### src/design/qte_pkg.sv
// Shared constants, types and functions for the quaternion to Euler angle converter.
// Used by every module of the block; depends on nothing else.
`timescale 1ns / 1ps
package qte_pkg;

  // Width of one rotation matrix term, raw value scaled by 2^28.
  localparam int TW = 35;
  // CORDIC vector width and angle accumulator width (angle unit 2^-30 rad).
  localparam int CW = 38;
  localparam int ZW = 34;

  localparam int CORDIC_STEPS = 16;
  localparam int ATAN_ENTRIES = 30;
  localparam int NSTEP = (CORDIC_STEPS < ATAN_ENTRIES) ? CORDIC_STEPS : ATAN_ENTRIES;

  // Integer square root of a value up to 2^56: one result bit per stage.
  localparam int SQ_STEPS = 29;
  localparam int SW = 58;
  localparam int RW = 29;
  localparam int UNIT_SHIFT = 28;

  localparam int FIFO_DEPTH = 4;
  localparam int PW = 2;
  localparam int CNTW = 3;

  localparam int RNDW = ZW + 1 - 17;
  localparam int ROLL_LIM = 25736;
  localparam int PITCH_LIM = 12868;

  typedef struct packed {
    logic signed [TW-1:0] m23;
    logic signed [TW-1:0] m33;
    logic signed [TW-1:0] m13;
    logic signed [TW-1:0] m12;
    logic signed [TW-1:0] m11;
  } terms_t;

  // atan(2^-i) scaled by 2^30, rounded to nearest.
  function automatic logic signed [ZW-1:0] atan_entry(input int i);
    logic signed [ZW-1:0] v;
    case (i)
      0:  v = ZW'(843314857);
      1:  v = ZW'(497837829);
      2:  v = ZW'(263043837);
      3:  v = ZW'(133525159);
      4:  v = ZW'(67021687);
      5:  v = ZW'(33543516);
      6:  v = ZW'(16775851);
      7:  v = ZW'(8388437);
      8:  v = ZW'(4194283);
      9:  v = ZW'(2097149);
      10: v = ZW'(1048576);
      11: v = ZW'(524288);
      12: v = ZW'(262144);
      13: v = ZW'(131072);
      14: v = ZW'(65536);
      15: v = ZW'(32768);
      16: v = ZW'(16384);
      17: v = ZW'(8192);
      18: v = ZW'(4096);
      19: v = ZW'(2048);
      20: v = ZW'(1024);
      21: v = ZW'(512);
      22: v = ZW'(256);
      23: v = ZW'(128);
      24: v = ZW'(64);
      25: v = ZW'(32);
      26: v = ZW'(16);
      27: v = ZW'(8);
      28: v = ZW'(4);
      29: v = ZW'(2);
      default: v = '0;
    endcase
    return v;
  endfunction

  // Round an angle in 2^-30 rad to Q3.13 with a floor shift, then clamp to +-lim.
  function automatic logic signed [RNDW-1:0] round_q13(input logic signed [ZW-1:0] z,
                                                       input int lim);
    logic signed [ZW:0] s;
    logic signed [RNDW-1:0] r;
    s = (ZW+1)'(z) + (ZW+1)'(65536);
    r = s[ZW:17];
    if (r > RNDW'(lim)) begin
      r = RNDW'(lim);
    end else if (r < -RNDW'(lim)) begin
      r = -RNDW'(lim);
    end
    return r;
  endfunction

endpackage

### src/design/qte_fifo.sv
// Short queue of matrix terms between the front end and the angle back end.
// Depends on qte_pkg.
`timescale 1ns / 1ps
module qte_fifo import qte_pkg::*; (
  input  logic   clk_i,
  input  logic   rst_ni,
  input  logic   push_i,
  input  terms_t push_data_i,
  output logic   full_o,
  input  logic   pop_i,
  output logic   empty_o,
  output terms_t pop_data_o
);

  terms_t mem_q [FIFO_DEPTH];
  logic [PW-1:0] wr_q, rd_q;
  logic [CNTW-1:0] cnt_q;

  assign full_o = (cnt_q == CNTW'(FIFO_DEPTH));
  assign empty_o = (cnt_q == '0);
  assign pop_data_o = mem_q[rd_q];

  always_ff @(posedge clk_i or negedge rst_ni) begin
    if (!rst_ni) begin
      wr_q <= '0;
      rd_q <= '0;
      cnt_q <= '0;
    end else begin
      if (push_i) begin
        wr_q <= wr_q + PW'(1);
      end
      if (pop_i) begin
        rd_q <= rd_q + PW'(1);
      end
      if (push_i && !pop_i) begin
        cnt_q <= cnt_q + CNTW'(1);
      end else if (pop_i && !push_i) begin
        cnt_q <= cnt_q - CNTW'(1);
      end
    end
  end

  always_ff @(posedge clk_i) begin
    if (push_i) begin
      mem_q[wr_q] <= push_data_i;
    end
  end

endmodule

### config.mk
export PLATFORM = sky130hd
export DESIGN_NAME = qte_fifo
export DESIGN_NICKNAME = d
export VERILOG_FILES = /design/src/design/qte_pkg.sv /design/src/design/qte_fifo.sv
export SDC_FILE = /design/constraint.sdc
export NUM_CORES = 1
export LEC_CHECK = 0
export ABC_AREA = 1
export BUFFER_PORTS_ARGS = -buffer_cell sky130_fd_sc_hd__buf_2
export CORE_UTILIZATION = 65
export CTS_BUF_LIST = sky130_fd_sc_hd__clkbuf_4 sky130_fd_sc_hd__clkbuf_8
export CTS_CLUSTER_SIZE = 30
export DETAILED_ROUTE_END_ITERATION = 8
export PLACE_DENSITY = 0.95
export SLEW_MARGIN = 20
export SYNTH_ARGS = -nofsm -noshare
export SYNTH_HDL_FRONTEND = slang
export SYNTH_SLANG_ARGS = --single-unit
### constraint.sdc
create_clock -name clk_i -period 11.23 [get_ports clk_i]
set_input_delay 1.123 -clock clk_i [delete_from_list [all_inputs] [get_ports clk_i]]
set_output_delay 1.123 -clock clk_i [all_outputs]
set_load 0.03 [all_outputs]
==> flow_metrics.env, run 1 <==
export IMPL_fmax_mhz=184
export IMPL_ys_types=19
export IMPL_crit_path_max_fanout=205
export IMPL_period_share_pct=48.3
export IMPL_ant_nets=0
export IMPL_io_pins=356
export IMPL_rows=76
export IMPL_syn_avg_cell_area_sq_um=13.6
export IMPL_r2r_slack_ns=7.96
export IMPL_antenna_found_initial=18
export IMPL_num_vias=17600
export IMPL_skew_ns=0.0292
export IMPL_hpwl_microns=35400
export IMPL_criticalPathCategory="flop to primary output"
export IMPL_setup_ws_ns=5.81
export IMPL_cts_resized=0
export IMPL_cts_htree_levels=3
export IMPL_status="finished clean"
export IMPL_cts_sinks=707
export IMPL_via_per_inst=5.62
export IMPL_final_cell_mix="edfxtp_1 (700), nand2_1 (538), inv_1 (357)"
export IMPL_p_leak_nw=12.9
export IMPL_routedWlPerCell_microns=19.9
export IMPL_final_area_sq_um=32100
export IMPL_p_per_area_nw_per_um2=289
export IMPL_r2r_cells=5
export IMPL_required_ns=10.11
export IMPL_drt_iter0_markers=1794
export IMPL_final_common_cell="edfxtp_1"
export IMPL_cts_tree="yes"
export IMPL_postCtsHoldBufs=0
export IMPL_dieArea_sq_um=44700
export IMPL_finalNonFillerCells=3128
export IMPL_post_dp_cell_area_sq_um=30000
export IMPL_start_util_pct=66.0
export IMPL_clk_path_buf_depth=3
export IMPL_finalSetupTns_ns=0
export IMPL_grt_pass1_wl_microns=92700
export IMPL_drcViolationCount=0
export IMPL_cts_root_buffer="clkbuf_8"
export IMPL_drive_above_1_share_pct=21.2
export IMPL_syn_inst=2090
export IMPL_irDropWorstVdd_mv=0.277
export IMPL_relSlewSlack_pct=28.8
export IMPL_area_delta_synth_final_pct=12.7
export IMPL_grt_max_degree=271
export IMPL_final_setup_viol_count=0
export IMPL_cp_arrival_ns=4.30
export IMPL_synthesis_nets=2275
export IMPL_cts_buffers=105
export IMPL_die_h_microns=211
export IMPL_reg2reg_to="mem_q[3][103]"
export IMPL_min_period_ns=5.42
export IMPL_final_hold_violation_count=0
export IMPL_startpoint_type="flop"
export IMPL_hp_class="input pin to async pin"
export IMPL_gr_total_overflow=0
export IMPL_dp_cells=2927
export IMPL_drv_slew=0
export IMPL_crit_path_end_kind="primary output"
export IMPL_die_w_microns=211
export IMPL_power_total_mw=9.28
export IMPL_reg2reg_from="wr_q[0]"
export IMPL_io_buffers=355
export IMPL_grt_pass1_vias=17600
export IMPL_routabilityCongestion=0.797
export IMPL_gr_usage_all_layers_pct=27.5
export IMPL_dp_slack_ns=6.40
export IMPL_clk_pin_slew_worst_paths_ns=0.07
export IMPL_synth_area_sq_um=28500
export IMPL_worst_pin_slew_ns=1.07
export IMPL_num_fill_cells=2416
export IMPL_dr_pass1_iters=8
export IMPL_rsz0062_at_grt="no"
export IMPL_post_cts_buffers=0
export IMPL_core_sq_um=43200
export IMPL_clk_latency_ns=0.69
export IMPL_drv_cap=0
export IMPL_finish_net_count=2635
export IMPL_ys_seq_elements=707
export IMPL_ys_seq_area_share_pct=74.4
export IMPL_yosysWarnings=0
export IMPL_wl_microns=62400
-- worst max-delay path by stage --
stage / start / end / slack, ns / cells after the start
after floorplan: push_i / mem_q[0][0] / 5.90 / 3
final: rd_q[0] / pop_data_o[34] / 5.81 / 6
after detailed placement: rd_q[0] / pop_data_o[156] / 6.40 / 6
after global placement: rd_q[0] / pop_data_o[27] / 6.66 / 5
after CTS: rd_q[0] / pop_data_o[156] / 5.59 / 5
after global routing: rd_q[0] / pop_data_o[173] / 5.58 / 7
-- power by group --
part	internal [mW]	leakage [nW]	switching [mW]	total, mW
registers	3.46	6.51	0.200	3.66
clock network	1.07	1.05	0.939	2.01
logic	0.896	5.33	2.72	3.62
total	5.42	12.9	3.86	9.28
-- metal layers --
metal  part of all wire [%]  vias up  global-route usage (%)  routed length (microns)
met5                  0.072        -                       0                       45
met4                    3.3        8                    12.8                     2050
met3                    8.9      152                    8.06                     5540
met2                     52      812                    47.0                    32100
met1                     36     8564                    32.0                    22600
li1                       -     8035                       -                        -
-- area by class of cell --
| class | instances | area, sq um | share of cell area [%] |
|---|---|---|---|
| inverter | 362 | 1380 | 4.31 |
| antenna | 17 | 42.5 | 0.133 |
| tap | 585 | 732 | 2.28 |
| multi-input combinational | 903 | 4790 | 14.9 |
| timing repair buffer | 371 | 1930 | 6.02 |
| sequential | 707 | 21200 | 66.1 |
| clock buffer | 142 | 1750 | 5.45 |
| clock inverter | 41 | 259 | 0.807 |
-- through the flow --
stage / hold WS [ns] / utilization, %
2_1_floorplan: 0.463 / -
3_3_place_gp: 0.481 / 69.5
3_5_place_dp: 0.512 / 69.5
4_1_cts: 0.200 / 74.2
5_1_grt: 0.238 / 74.3
6_report: 0.257 / 74.3
-- cell families after synthesis --
family	after synthesis	synth area share, %
AO/OA/AOI/OAI	351	9.24
XOR/XNOR	4	0.123
adder cells (fa/ha/maj)	6	0.290
buffers and inverters	480	8.78
flip-flops	707	74.4
AND/OR/NAND/NOR	542	7.16
-- synth_stat cells --
library cell  number  area share [%]
edfxtp_1         700              74
buf_6             55             2.2
nand4_1            1           0.022
buf_4             21            0.55
inv_1            361             4.8
xor2_1             3           0.092
nand2_1          538             7.1
clkbuf_8          18            0.87
ha_1               5            0.22
inv_2              1           0.013
xnor2_1            1           0.031
dfrtp_1            7            0.61
nand3_1            1           0.018
o21ai_1            1           0.018
buf_2             21            0.37
clkbuf_1           3           0.040
fa_1               1           0.070
nor3_1             2           0.035
o211ai_1         350             9.2
-- sequential cells by signal, summed over array words and instances, names as in the netlist --
name	flops
mem_q	700
cnt_q	3
rd_q	2
wr_q	2
-- worst max-delay path, cell delays in order, from the launching register on --
cell and delay [ns]:
dfrtp_4 1.06, buf_6 0.71, buf_12 0.35, buf_16 0.52, o211ai_1 0.22, nand2_1 0.15, buf_2 0.21
No activity file was read; power rests on OpenSTA's default activity.
==> inputs of run 2 (changes only) <==
--- a/config.mk
+++ b/config.mk
@@ -7,11 +7,11 @@
 export LEC_CHECK = 0
 export ABC_AREA = 1
 export BUFFER_PORTS_ARGS = -buffer_cell sky130_fd_sc_hd__buf_2
-export CORE_UTILIZATION = 65
+export CORE_UTILIZATION = 54
 export CTS_BUF_LIST = sky130_fd_sc_hd__clkbuf_4 sky130_fd_sc_hd__clkbuf_8
 export CTS_CLUSTER_SIZE = 30
 export DETAILED_ROUTE_END_ITERATION = 8
-export PLACE_DENSITY = 0.95
+export PLACE_DENSITY = 0.85
 export SLEW_MARGIN = 20
 export SYNTH_ARGS = -nofsm -noshare
 export SYNTH_HDL_FRONTEND = slang
==> constraint.sdc (replaced) <==
create_clock -name clk_i -period 4.9 [get_ports clk_i]
set_input_delay 0.49 -clock clk_i [delete_from_list [all_inputs] [get_ports clk_i]]
set_output_delay 0.49 -clock clk_i [all_outputs]
set_load 0.03 [all_outputs]
==> flow_metrics.env, run 2 (synthesis gave the netlist of run 1 again) <==
export IMPL_rows=83
export IMPL_p_per_area_nw_per_um2=632
export IMPL_largest_reg_flops=700
export IMPL_relSlewSlack_pct=31.5
export IMPL_wl_microns=65300
export IMPL_final_common_cell="edfxtp_1"
export IMPL_dp_cells=3028
export IMPL_cts_tree="yes"
export IMPL_hpwl_microns=34300
export IMPL_crit_path_end_kind="primary output"
export IMPL_via_per_inst=5.40
export IMPL_period_share_pct=73.5
export IMPL_ant_nets=0
export IMPL_gr_usage_all_layers_pct=24.1
export IMPL_drt_iter0_markers=1357
export IMPL_start_util_pct=55.1
export IMPL_io_buffers=355
export IMPL_hp_class="input pin to flop"
export IMPL_registers_top_by_ff_count="mem_q"
export IMPL_top_regs="mem_q: 700 flops, cnt_q: 3 flops"
export IMPL_final_cell_mix="edfxtp_1 (700), nand2_1 (538), inv_1 (357)"
export IMPL_drive_above_1_share_pct=20.0
export IMPL_fmax_mhz=278
export IMPL_worst_pin_slew_ns=1.03
export IMPL_routedWlPerCell_microns=19.1
export IMPL_criticalPathCategory="flop to primary output"
export IMPL_die_h_microns=232
export IMPL_crit_slowest_cell="dfrtp_4"
export IMPL_antenna_found_initial=9
export IMPL_drv_slew=0
export IMPL_crit_path_max_fanout=52
export IMPL_setup_ws_ns=1.30
export IMPL_dieArea_sq_um=53700
export IMPL_rsz0062_at_grt="no"
export IMPL_io_pins=356
export IMPL_drcViolationCount=0
export IMPL_required_ns=4.41
export IMPL_critPathTopFamily="buffers and inverters"
export IMPL_num_vias=18400
export IMPL_whs_ns=0.0819
export IMPL_grt_pass1_vias=19200
export IMPL_p_leak_nw=13.7
export IMPL_cts_sinks=707
export IMPL_finalNonFillerCells=3410
export IMPL_irDropWorstVdd_mv=0.502
export IMPL_post_dp_cell_area_sq_um=30300
export IMPL_dr_pass1_iters=6
export IMPL_dp_slack_ns=2.03
export IMPL_grt_max_degree=141
export IMPL_core_sq_um=51700
export IMPL_die_w_microns=232
export IMPL_startpoint_type="flop"
export IMPL_cts_resized=0
export IMPL_min_period_ns=3.60
export IMPL_num_fill_cells=3330
export IMPL_skew_ns=0.0263
export IMPL_final_hold_violation_count=0
export IMPL_finalSetupTns_ns=0
export IMPL_path_buf_inv=3
export IMPL_clk_pin_slew_worst_paths_ns=0.06
export IMPL_cp_arrival_ns=3.11
export IMPL_status="finished clean"
export IMPL_area_delta_synth_final_pct=19.9
export IMPL_drv_cap=0
export IMPL_power_total_mw=21.6
export IMPL_fin_util_pct=66.0
export IMPL_postCtsHoldBufs=177
export IMPL_final_setup_viol_count=0
export IMPL_cts_root_buffer="clkbuf_8"
export IMPL_path_cells="inv_6, buf_4, o211ai_1, nand2_1, buf_2"
export IMPL_grt_pass1_wl_microns=99400
export IMPL_clk_path_buf_depth=3
export IMPL_finish_net_count=2822
export IMPL_clk_latency_ns=0.70
export IMPL_post_cts_buffers=0
export IMPL_routabilityCongestion=0.799
export IMPL_max_stage_delay_ns=0.70
export IMPL_cts_htree_levels=3
export IMPL_gr_total_overflow=0
export IMPL_cts_buffers=109
export IMPL_final_area_sq_um=34100
-- run 2: cell count changes in the layout (fill, tap and decap cells not counted), moves of 2 or more --
cell	change
clkinv_4	+2
inv_8	+3
dlygate4sd3_1	+177
clkinvlp_4	-2
clkinv_1	+10
diode_2	-9
buf_12	+9
-- run 2: worst register-to-register path: stages (launching register included) --
cell and delay [ns]:
dfrtp_1 0.37, inv_1 0.09, ha_1 0.20, nand2_1 0.12, clkinv_4 0.71, buf_4 0.62
-- run 2: cell type report --
cell class | instances | area, sq um | area share [%]
flip-flops and latches | 707 | 21200 | 62.1
repair buffers | 554 | 3840 | 11.2
clock inverters | 54 | 303 | 0.887
multi-input cells | 903 | 4790 | 14.0
well taps | 680 | 851 | 2.49
clock buffers | 142 | 1750 | 5.12
inverters | 362 | 1390 | 4.07
diodes | 8 | 20.0 | 0.0586
-- run 2: final timing paths --
kind	end	slack [ns]	startpoint	depth (start not counted)
worst max-delay path	pop_data_o[20]	1.30	rd_q[1]	5
worst min-delay path	wr_q[0]	0.08	push_i	2
worst max register to register	mem_q[1][65]	2.47	wr_q[1]	5
worst min register to register	wr_q[0]	0.54	wr_q[0]	1
max in group asynchronous	rd_q[1]	4.46	rst_ni	2
min in group asynchronous	rd_q[0]	0.22	rst_ni	2
-- run 2: layer usage --
layer | up-vias | GRT usage [%] | wire (microns)
met2 | 828 | 42.3 | 34100
met4 | 6 | 12.8 | 2320
met3 | 186 | 6.27 | 5240
li1 | 8411 | - | -
met5 | - | 0 | 39
met1 | 8975 | 26.9 | 23600
-- run 2: report_power, final --
group	total [mW]	internal, mW	switching (mW)	leakage (nW)
clock network	4.69	2.43	2.26	1.08
registers	8.33	7.92	0.411	6.51
logic	8.54	2.23	6.32	6.13
